**src/dll_pkg.sv**
```systemverilog
`timescale 1ns / 1ps

package dll_pkg;

  localparam int POOL_SIZE_DEF = 256;

  // fixed field widths of the stream ports
  localparam int ID_W       = 8;
  localparam int ACT_W      = 3;
  localparam int COUNT_W    = 9;
  localparam int OUT_DATA_W = 24;

  typedef enum logic [ACT_W-1:0] {
    ACT_PUSH_BACK  = 3'd0,
    ACT_PUSH_FRONT = 3'd1,
    ACT_POP_BACK   = 3'd2,
    ACT_POP_FRONT  = 3'd3,
    ACT_REMOVE     = 3'd4,
    ACT_QUERY      = 3'd5
  } act_e;

  typedef enum logic [1:0] {
    ST_IDLE,
    ST_WR_A,
    ST_WR_B,
    ST_HOLD
  } state_e;

  typedef struct packed {
    logic accept;
    logic step_a;
    logic step_b;
    logic load_out;
  } ctrl_cmd_t;

endpackage

```
**src/dll_ctrl.sv**
```systemverilog
`timescale 1ns / 1ps

module dll_ctrl (
  input  logic                 clk_i,
  input  logic                 rst_ni,
  input  logic                 s_axis_tvalid_i,
  output logic                 s_axis_tready_o,
  output logic                 m_axis_tvalid_o,
  input  logic                 m_axis_tready_i,
  output dll_pkg::ctrl_cmd_t   cmd_o
);

  dll_pkg::state_e state_q, state_d;
  logic            m_valid_q, m_valid_d;
  logic            out_free;

  assign out_free = !m_valid_q || m_axis_tready_i;

  always_comb begin
    state_d = state_q;
    case (state_q)
      dll_pkg::ST_IDLE: begin
        if (s_axis_tvalid_i) begin
          state_d = dll_pkg::ST_WR_A;
        end
      end
      dll_pkg::ST_WR_A: begin
        state_d = dll_pkg::ST_WR_B;
      end
      dll_pkg::ST_WR_B: begin
        state_d = out_free ? dll_pkg::ST_IDLE : dll_pkg::ST_HOLD;
      end
      dll_pkg::ST_HOLD: begin
        if (out_free) begin
          state_d = dll_pkg::ST_IDLE;
        end
      end
      default: begin
        state_d = dll_pkg::ST_IDLE;
      end
    endcase
  end

  always_comb begin
    s_axis_tready_o = 1'b0;
    cmd_o           = '0;
    case (state_q)
      dll_pkg::ST_IDLE: begin
        s_axis_tready_o = 1'b1;
        cmd_o.accept    = s_axis_tvalid_i;
      end
      dll_pkg::ST_WR_A: begin
        cmd_o.step_a = 1'b1;
      end
      dll_pkg::ST_WR_B: begin
        cmd_o.step_b   = 1'b1;
        cmd_o.load_out = out_free;
      end
      dll_pkg::ST_HOLD: begin
        cmd_o.load_out = out_free;
      end
      default: begin
        s_axis_tready_o = 1'b0;
      end
    endcase
  end

  always_comb begin
    m_valid_d = m_valid_q;
    if (cmd_o.load_out) begin
      m_valid_d = 1'b1;
    end else if (m_axis_tready_i) begin
      m_valid_d = 1'b0;
    end
  end

  always_ff @(posedge clk_i or negedge rst_ni) begin
    if (!rst_ni) begin
      state_q   <= dll_pkg::ST_IDLE;
      m_valid_q <= 1'b0;
    end else begin
      state_q   <= state_d;
      m_valid_q <= m_valid_d;
    end
  end

  assign m_axis_tvalid_o = m_valid_q;

endmodule

```
**config.mk**
```make
export PLATFORM = sky130hd
export DESIGN_NAME = dll_ctrl
export DESIGN_NICKNAME = d
export VERILOG_FILES = /design/src/dll_pkg.sv /design/src/dll_ctrl.sv
export SDC_FILE = /design/constraint.sdc
export NUM_CORES = 1
export LEC_CHECK = 0
export ABC_AREA = 1
export BUFFER_PORTS_ARGS = -buffer_cell sky130_fd_sc_hd__buf_2
export CAP_MARGIN = 20
export CELL_PAD_IN_SITES_DETAIL_PLACEMENT = 2
export CELL_PAD_IN_SITES_GLOBAL_PLACEMENT = 2
export CORE_AREA = 10 10 47 49
export CTS_BUF_LIST = sky130_fd_sc_hd__clkbuf_8
export DETAILED_ROUTE_END_ITERATION = 8
export DIE_AREA = 0 0 57 59
export PLACE_DENSITY_LB_ADDON = 0.1
export SETUP_SLACK_MARGIN = 0.15
export SLEW_MARGIN = 20
export SYNTH_ARGS = -nofsm -noshare
export SYNTH_HDL_FRONTEND = slang
export SYNTH_SLANG_ARGS = --single-unit
```
**constraint.sdc**
```tcl
create_clock -name clk_i -period 1.2 [get_ports clk_i]
set_clock_uncertainty 0.2 [all_clocks]
set_input_delay 0.06 -clock clk_i [delete_from_list [all_inputs] [get_ports clk_i]]
set_output_delay 0.06 -clock clk_i [all_outputs]
set_load 0.005 [all_outputs]
```
* Word level (Yosys, flattened, before mapping) *
Index checks and enable logic that the tools add are counted.

storage, ports and cells
  bits in latches = 0
  ROM bits = 0
  word-level logic and storage cells = 24
  register bits = 3
  input bits = 4
  output and inout bits = 6
  memories kept = 0
  RAM bits = 0

cells by class
  shift-type cells = 0
  equal/unequal tests = 5
  multipliers = 0
  add/sub/neg operators = 0
  divide/modulo/power cells = 0
  magnitude comparators = 0
  muxes and demuxes = 11
  reductions and logical operators = 6
  bitwise logic cells = 0

operators by type and width
  operator            count
  $pmux 2 s4          1
  $mux 1              7
  $mux 2              3
  $eq 2x2->1 const B  2
  $ne 2x2->1 const B  2
  $eq 2x1->1 const B  1
  $logic_not 2->1     1
  $reduce_and 2->1    1
  $reduce_bool 2->1   1
  $reduce_or 2->1     1
  $logic_not 1->1     1
  $logic_or 1x1->1    1

* Depth between registers and ports, before layout *
Gate-level depths: netlist of the first run.

  word-level depth = 4
  gate-level depth with buffers = 3
  gate-level depth less buffers = 3

* Worst setup path before layout of the first run *
Ideal clock, no wire load.

  kind = register to output
  from = register state_q[1]
  to = output port cmd_o[0] in the netlist's numbering
  arrival = 647 ps
  data required time = 940 ps
  path buffers = 1
  path slack = 293 ps
  cell stages (with the launch flop) = 4
  path through = dfrtp_1 -> inv_1 -> a21oi_1 -> buf_4

RTL lines
  element                 RTL line        RTL
  from (decl)             dll_ctrl.sv:13  dll_pkg::state_e state_q, state_d;
  from (signal assigned)  dll_ctrl.sv:79  state_q <= dll_pkg::ST_IDLE;
  from (signal assigned)  dll_ctrl.sv:82  state_q <= state_d;
  to (decl)               dll_ctrl.sv:10  output dll_pkg::ctrl_cmd_t cmd_o

==> results of run 1 <==
-- worst max-delay path, cell delays in order, from the launching register on --
cell and delay [ns]:
dfrtp_1 0.39, nor2_2 0.15, nand2_2 0.07, inv_1 0.05, buf_2 0.10
-- final timing paths --
check	startpoint	endpoint	slack, ns	depth (start not counted)
hold / removal	rst_ni	state_q[1]	-0.01	2
min in group clk_i	s_axis_tvalid_i	state_q[0]	0.07	5
hold reg to reg	m_axis_tvalid_o	m_axis_tvalid_o	0.37	2
setup reg to reg	state_q[0]	state_q[0]	0.05	5
setup / recovery	state_q[0]	cmd_o[3]	-0.03	4
max in group asynchronous	rst_ni	state_q[0]	0.72	2
-- layout by cell type, fill, tap and decap left out --
| master | count |
|---|---|
| inv_2 | 1 |
| dfrtp_1 | 3 |
| clkbuf_8 | 3 |
| buf_2 | 7 |
| buf_4 | 6 |
| nand2_2 | 2 |
| dlymetal6s4s_1 | 1 |
| a21oi_2 | 1 |
| nor2_1 | 1 |
| nor2_2 | 1 |
| nand2_1 | 4 |
| inv_1 | 4 |
| nand3_2 | 1 |
| dlygate4sd3_1 | 1 |
| buf_6 | 2 |
-- stage by stage --
| stage | cells | hold WS (ns) | power (uW) | TNS (ns) | instance area (sq um) |
|---|---|---|---|---|---|
| final | 54 | -0.0128 | 880 | -0.0720 | 337 |
| after global placement | 42 | -0.342 | 417 | 0 | 198 |
| after CTS | 50 | -0.00701 | 737 | -0.0803 | 283 |
| after global routing | 54 | 0.0657 | 953 | -0.318 | 337 |
| after detailed placement | 42 | -0.343 | 423 | 0 | 198 |
| after floorplan | 18 | -0.436 | 304 | 0 | 140 |
-- metal layers --
metal,part of all wire,GRT usage,up-vias
li1,-,-,90
met1,0.36,0.0272,90
met2,0.58,0.0636,6
met3,0.038,0.0258,2
met4,0.015,0.0302,0
met5,0,0,-
-- synthesized netlist by cell type (all sizes together) --
library cell / instances
nand2: 6
inv: 4
dfrtp: 3
nor2: 2
a21oi: 1
buf: 1
nand3: 1
-- cell type report --
type | instances | area [sq um] | share of cell area
timing repair buffer | 17 | 125 | 0.372
multi-input combinational | 10 | 56.3 | 0.167
inverter | 4 | 15.0 | 0.0446
clock buffer | 3 | 41.3 | 0.123
clock inverter | 1 | 3.75 | 0.0112
sequential | 3 | 75.1 | 0.223
tap | 16 | 20.0 | 0.0595
-- where the power goes --
group          internal [uW]  switching, uW
clock network            217           63.1
registers                147           51.3
logic                    238            163
-- flip-flops by register name, indices dropped and copies added (netlist names) --
| name | count |
|---|---|
| m_axis_tvalid_o | 1 |
| state_q | 2 |
-- timing repair --
action,in CTS,in global routing
setup buffers,1,5
hold endpoints to repair,6,0
setup endpoints to repair,5,10
gates resized for setup,1,8
pin swaps,2,4
hold buffers,3,0
-- cells by family after synthesis --
kind of cell           synth area share
and+or+nand+nor                   0.268
buffers and inverters             0.161
DFF                               0.536
AOI/OAI and AO/OA                0.0357
==> impl_metrics.env, run 1 <==
export IMPL_status="complete, but fails checks"
export IMPL_violations="hold timing, setup timing"
export IMPL_drc=0
export IMPL_die_y_microns=59
export IMPL_cts_tree="yes"
export IMPL_power_density_nw_per_um2=2610
export IMPL_yosysTopAreaCellShare=0.536
export IMPL_hold_viol_final=3
export IMPL_synth_cells=18
export IMPL_netlist_area_sq_um=140
export IMPL_grt_pass1_wl_microns=876
export IMPL_wire_per_inst_microns=11.2
export IMPL_antenna_found_initial=0
export IMPL_setup_worst_path_end_class="primary output"
export IMPL_syn_avg_cell_area_sq_um=7.79
export IMPL_grt_max_degree=5
export IMPL_syn_nets=22
export IMPL_drt_iter0_markers=0
export IMPL_finish_utilization=0.240
export IMPL_tightest_slew_ns=0.158
export IMPL_yosysWarningCount=0
export IMPL_ant_nets=0
export IMPL_peakVddDrop_v=0.000769
export IMPL_hpwl_microns=429
export IMPL_routed_via_density=3.48
export IMPL_die_w_microns=57
export IMPL_cp_max_fo=3
export IMPL_dieArea_sq_um=3360
export IMPL_finalMaxSlewViolations=0
export IMPL_pin_count=10
export IMPL_area_growth_pct=140
export IMPL_holdWs_ns=-0.0128
export IMPL_ys_ff_latch=3
export IMPL_cts_htree_levels=1
export IMPL_start_util=0.100
export IMPL_clock_fmax_mhz=811
export IMPL_period_needed_ns=1.23
export IMPL_fin_crit_sh=1.03
export IMPL_cts_buffers=3
export IMPL_firstDrtPassIters=1
export IMPL_setup_violations=4
export IMPL_yosysUniqueCellTypes=8
export IMPL_wl_microns=605
export IMPL_required_ns=0.94
export IMPL_synth_top_area_cell="dfrtp_1"
export IMPL_place_congestion=0.611
export IMPL_worst_setup_path_start_kind="flop"
export IMPL_grt_total_usage=0.0367
export IMPL_p_leak_uw=0.000207
export IMPL_critical_path_class="reg2out"
export IMPL_grt_ovfl_total=0
export IMPL_clock_sinks=3
export IMPL_core_sq_um=1400
export IMPL_hp_class="in2async"
export IMPL_port_buffers=9
export IMPL_synthTopCellsByArea="dfrtp_1 54%, nand2_1 16%, inv_1 11%"
export IMPL_drive_gt1_frac=0.632
export IMPL_fillCellCount=174
export IMPL_rsz0062_at_grt="true"
export IMPL_via_count=188
export IMPL_cts_root_buf="clkbuf_8"
export IMPL_dp_slack_ns=0.163
export IMPL_max_cap_violations=0
export IMPL_insertion_delay_ns=0.21
export IMPL_diodes=0
export IMPL_layout_setup_ws_ns=-0.0335
export IMPL_grt_pass1_vias=206
export IMPL_clockBufferDepth=2
export IMPL_rows=14
export IMPL_clkTransAtPathRegs_ns=0.03
export IMPL_nets=43
export IMPL_seq_area_frac_synth=0.536
export IMPL_max_slew_margin=0.895
export IMPL_cp_arrival_ns=0.97
(Power assumes the default switching activity.)
==> run 2, diff against run 1 <==
--- a/config.mk
+++ b/config.mk
@@ -17,2 +17,3 @@
 export PLACE_DENSITY_LB_ADDON = 0.1
+export RECOVER_POWER = 25
 export SETUP_SLACK_MARGIN = 0.15
--- a/constraint.sdc
+++ b/constraint.sdc
@@ -4,2 +4,2 @@
 set_output_delay 0.06 -clock clk_i [all_outputs]
-set_load 0.005 [all_outputs]
+set_load 0.1 [all_outputs]
==> run 2 against run 1 <==
The run still ends with hold timing, setup timing left; sequential cell count stayed put; sequential share of layout area fell by 2.8 points; global-route usage grew 0.35 points; design area up 22%; register-to-register slack got worse by 0.07 ns; first-iteration DRC count up 1; worst setup slack got worse by 0.14 ns; non-clock buffer count down 3; critical endpoint unchanged.
==> impl_metrics.env, run 2 (synthesized netlist as in run 1, its figures left out) <==
export IMPL_nets=40
export IMPL_port_buffers=9
export IMPL_finish_utilization=0.293
export IMPL_layout_common_cells="6 x buf_12, 4 x nand2_1, 3 x clkbuf_8, 3 x buf_4"
export IMPL_r2r_cells=5
export IMPL_grt_ovfl_total=0
export IMPL_holdWs_ns=-0.0156
export IMPL_ant_nets=0
export IMPL_hold_viol_final=3
export IMPL_finalMaxSlewViolations=0
export IMPL_clkTransAtPathRegs_ns=0.03
export IMPL_hp_class="in2async"
export IMPL_fin_crit_sh=1.14
export IMPL_firstDrtPassIters=4
export IMPL_reg2reg_from="state_q[1]"
export IMPL_slowest_stage="dfrtp_1"
export IMPL_worstPathCellList="nor2_4 -> nand2_2 -> clkinvlp_4 -> buf_12"
export IMPL_area_growth_pct=193
export IMPL_diodes=0
export IMPL_worst_setup_path_start_kind="flop"
export IMPL_antenna_found_initial=0
export IMPL_rows=14
export IMPL_pin_count=10
export IMPL_clock_sinks=3
export IMPL_cp_max_fo=3
export IMPL_die_w_microns=57
export IMPL_period_needed_ns=1.37
export IMPL_max_cap_violations=0
export IMPL_r2r_end="state_q[0]"
export IMPL_layout_setup_ws_ns=-0.174
export IMPL_cts_tree="yes"
export IMPL_via_count=177
export IMPL_cp_arrival_ns=1.11
export IMPL_critPathMaxStageDelay_ns=0.42
export IMPL_dp_slack_ns=-0.00389
export IMPL_max_slew_margin=0.880
export IMPL_core_sq_um=1400
export IMPL_status="complete, but fails checks"
export IMPL_largest_reg_flops=2
export IMPL_critical_path_class="reg2out"
export IMPL_setup_violations=6
export IMPL_required_ns=0.94
export IMPL_cts_root_buf="clkbuf_8"
export IMPL_cts_htree_levels=1
export IMPL_path_buf_inv=2
export IMPL_hpwl_microns=438
export IMPL_clockBufferDepth=2
export IMPL_cts_buffers=3
export IMPL_tns_ns=-0.772
export IMPL_insertion_delay_ns=0.21
export IMPL_clock_fmax_mhz=728
export IMPL_dieArea_sq_um=3360
export IMPL_top_register="state_q"
export IMPL_tightest_slew_ns=0.180
export IMPL_wl_microns=581
export IMPL_drc=0
export IMPL_fillCellCount=167
export IMPL_grt_total_usage=0.0402
export IMPL_wire_per_inst_microns=11.4
export IMPL_start_util=0.100
export IMPL_routed_via_density=3.47
export IMPL_multi_input_area_sq_um=63.8
export IMPL_rrSetupSlack_ns=-0.02
export IMPL_area_sequential_sq_um=80.1
export IMPL_die_y_microns=59
export IMPL_mostFrequentLayoutCell="buf_12"
export IMPL_violations="hold timing, setup timing"
export IMPL_drt_iter0_markers=1
export IMPL_crit_family="flip-flops"
export IMPL_place_congestion=0.619
export IMPL_setup_worst_path_end_class="primary output"
export IMPL_grt_pass1_wl_microns=966
export IMPL_rsz0062_at_grt="true"
export IMPL_grt_pass1_vias=203
export IMPL_drive_gt1_frac=0.686
export IMPL_grt_max_degree=5
-- run 2: changes by cell type in the layout (fill, tap and decap cells not counted), moves of 2 or more --
cell and change:
buf_4 -3, dfrtp_1 -2, buf_2 -5, buf_12 +6, clkinvlp_4 +2, buf_6 -2, inv_1 -2
-- run 2: worst max-delay path by stage --
stage	from	depth (start not counted)	to
5_1_grt	state_q[1]	4	cmd_o[3]
6_report	state_q[1]	4	cmd_o[3]
3_5_place_dp	state_q[1]	4	cmd_o[2]
2_1_floorplan	state_q[1]	3	cmd_o[3]
3_3_place_gp	state_q[1]	4	cmd_o[2]
4_1_cts	state_q[1]	4	cmd_o[3]
-- run 2: cell type report --
| class | instances | area share |
|---|---|---|
| timing repair buffer | 14 | 0.436 |
| sequential | 3 | 0.195 |
| multi-input combinational | 10 | 0.155 |
| clock buffer | 3 | 0.101 |
| inverter | 4 | 0.0549 |
| tap | 16 | 0.0488 |
| clock inverter | 1 | 0.00915 |
-- run 2: what timing repair did --
action                                 CTS  global route
pin swaps                                0             1
hold buffers                             3             0
setup endpoints to repair                7            11
endpoints found under the hold margin    6             0
setup buffers                            1             1
resized for setup                        3             2
-- run 2: metrics by stage --
step           area (sq um)  std cells  hold slack, ns
6_report                410         51         -0.0156
5_1_grt                 410         51          0.0259
4_1_cts                 412         51         0.00972
3_5_place_dp            323         43          -0.342
3_3_place_gp            323         43          -0.339
2_1_floorplan           175         18          -0.436
-- run 2: worst reg2reg max path: cells and delay by family (launching register included) --
| kind | cells | cell delay, ns |
|---|---|---|
| DFF | 1 | 0.42 |
| and+or+nand+nor | 3 | 0.28 |
| buffers and inverters | 2 | 0.25 |
-- run 2: routing by layer --
metal / part of all wire / global-route usage / up-vias
li1: - / - / 84
met1: 0.40 / 0.0344 / 82
met2: 0.50 / 0.0651 / 7
met3: 0.052 / 0.0150 / 4
met4: 0.050 / 0.0503 / 0
met5: 0 / 0 / -
Power of run 2 is left out: the tool's default activity adds up to more than one toggle a clock period on the data nets, which glitch-free logic cannot reach.
==> run 3, diff against run 2 <==
Settings changed: CELL_PAD_IN_SITES_DETAIL_PLACEMENT 2 to 1.
==> run 3 against run 2 <==
The run still ends with hold timing, setup timing left; hold slack worse by 0.0062 ns; critical endpoint unchanged; design area grew 6.1%; first-iteration DRC count is the same; routed wire length fell by 9.1%; utilization increased by 1.8 points; sequential share of layout area fell by 1.1 points.
==> impl_metrics.env, run 3 (synthesized netlist as in run 1, its figures left out) <==
export IMPL_status="complete, but fails checks"
export IMPL_violations="hold timing, setup timing"
export IMPL_area_sequential_sq_um=80.1
export IMPL_fin_crit_sh=1.14
export IMPL_core_sq_um=1400
export IMPL_drc=0
export IMPL_layout_setup_ws_ns=-0.166
export IMPL_layout_common_cells="6 x buf_12, 3 x nand2_2, 3 x nand2_1, 3 x clkbuf_8, 3 x buf_4"
export IMPL_clkTransAtPathRegs_ns=0.03
export IMPL_fillCellCount=162
export IMPL_finish_utilization=0.311
export IMPL_grt_total_usage=0.0346
export IMPL_clock_fmax_mhz=732
export IMPL_r2r_cells=5
export IMPL_holdWs_ns=-0.0218
export IMPL_rrSetupSlack_ns=-0.02
export IMPL_max_cap_violations=0
export IMPL_postLayoutCellArea_sq_um=435
export IMPL_hp_class="in2async"
export IMPL_period_needed_ns=1.37
export IMPL_rows=14
export IMPL_cp_arrival_ns=1.11
export IMPL_reg2reg_from="state_q[0]"
export IMPL_clockBufferDepth=2
export IMPL_rsz0062_at_grt="true"
export IMPL_pin_count=10
export IMPL_cts_htree_levels=1
export IMPL_r2r_end="state_q[0]"
export IMPL_nets=42
export IMPL_clock_sinks=3
export IMPL_mostFrequentLayoutCell="buf_12"
export IMPL_firstDrtPassIters=2
export IMPL_wl_microns=528
export IMPL_cts_tree="yes"
export IMPL_cts_root_buf="clkbuf_8"
export IMPL_finalMaxSlewViolations=0
export IMPL_critical_path_class="reg2out"
export IMPL_required_ns=0.94
export IMPL_setup_worst_path_end_class="primary output"
export IMPL_multi_input_area_sq_um=68.8
export IMPL_diodes=0
export IMPL_place_congestion=0.619
export IMPL_max_slew_margin=0.890
export IMPL_grt_ovfl_total=0
export IMPL_grt_max_degree=5
export IMPL_routed_via_density=3.32
export IMPL_hold_viol_final=5
export IMPL_tightest_slew_ns=0.165
export IMPL_largest_reg_flops=2
export IMPL_wire_per_inst_microns=9.96
export IMPL_via_count=176
export IMPL_insertion_delay_ns=0.21
export IMPL_grt_pass1_vias=206
export IMPL_antenna_found_initial=0
export IMPL_drt_iter0_markers=1
export IMPL_area_growth_pct=211
export IMPL_worst_setup_path_start_kind="flop"
export IMPL_dieArea_sq_um=3360
export IMPL_setup_violations=7
export IMPL_die_w_microns=57
export IMPL_place_area_sq_um=323
export IMPL_hpwl_microns=413
export IMPL_top_register="state_q"
export IMPL_grt_pass1_wl_microns=869
export IMPL_cts_buffers=3
export IMPL_ant_nets=0
export IMPL_start_util=0.100
export IMPL_die_y_microns=59
export IMPL_cp_max_fo=3
export IMPL_port_buffers=9
export IMPL_tns_ns=-0.744
export IMPL_drive_gt1_frac=0.730
## run 3: area by class of cell
| cell class | instances | share of cell area |
|---|---|---|
| clock buffers | 3 | 0.0948 |
| clock inverters | 1 | 0.00862 |
| inverters | 4 | 0.0517 |
| multi-input cells | 10 | 0.158 |
| flip-flops and latches | 3 | 0.184 |
| well taps | 16 | 0.0460 |
| repair buffers | 16 | 0.457 |
## run 3: what timing repair did
| action | in CTS | in global routing |
|---|---|---|
| setup endpoints to repair | 6 | 12 |
| setup buffers | 3 | 1 |
| endpoints found under the hold margin | 4 | 0 |
| gates resized for setup | 3 | 3 |
| pin swaps | 1 | 2 |
| hold buffers | 3 | 0 |
## run 3: worst max path at each step
stage,startpoint,endpoint
5_1_grt,state_q[0],cmd_o[3]
3_3_place_gp,state_q[1],cmd_o[2]
2_1_floorplan,state_q[1],cmd_o[3]
4_1_cts,state_q[1],cmd_o[2]
3_5_place_dp,state_q[1],cmd_o[2]
6_report,state_q[0],cmd_o[3]
## run 3: worst max-delay path: stages (launching register included)
cell	delay, ns
dfrtp_2	0.43
nor2_4	0.13
nand2_2	0.08
clkinvlp_4	0.08
buf_12	0.16
## run 3: metrics by stage
| stage | cells | worst slack [ns] |
|---|---|---|
| finish | 53 | -0.166 |
| global route | 53 | -0.214 |
| CTS | 53 | -0.181 |
| detailed placement | 43 | 0.00484 |
| global placement | 43 | 0.0108 |
| floorplan | 18 | -0.492 |
## run 3: layer usage
layer	wire, microns	vias up	share of wire	global-route usage
met1	201	82	0.38	0.0286
met4	0	0	0	0.0403
met2	287	5	0.54	0.0558
li1	-	89	-	-
met5	0	-	0	0
met3	39	0	0.074	0.0172
Power of run 3 is left out for the same reason.
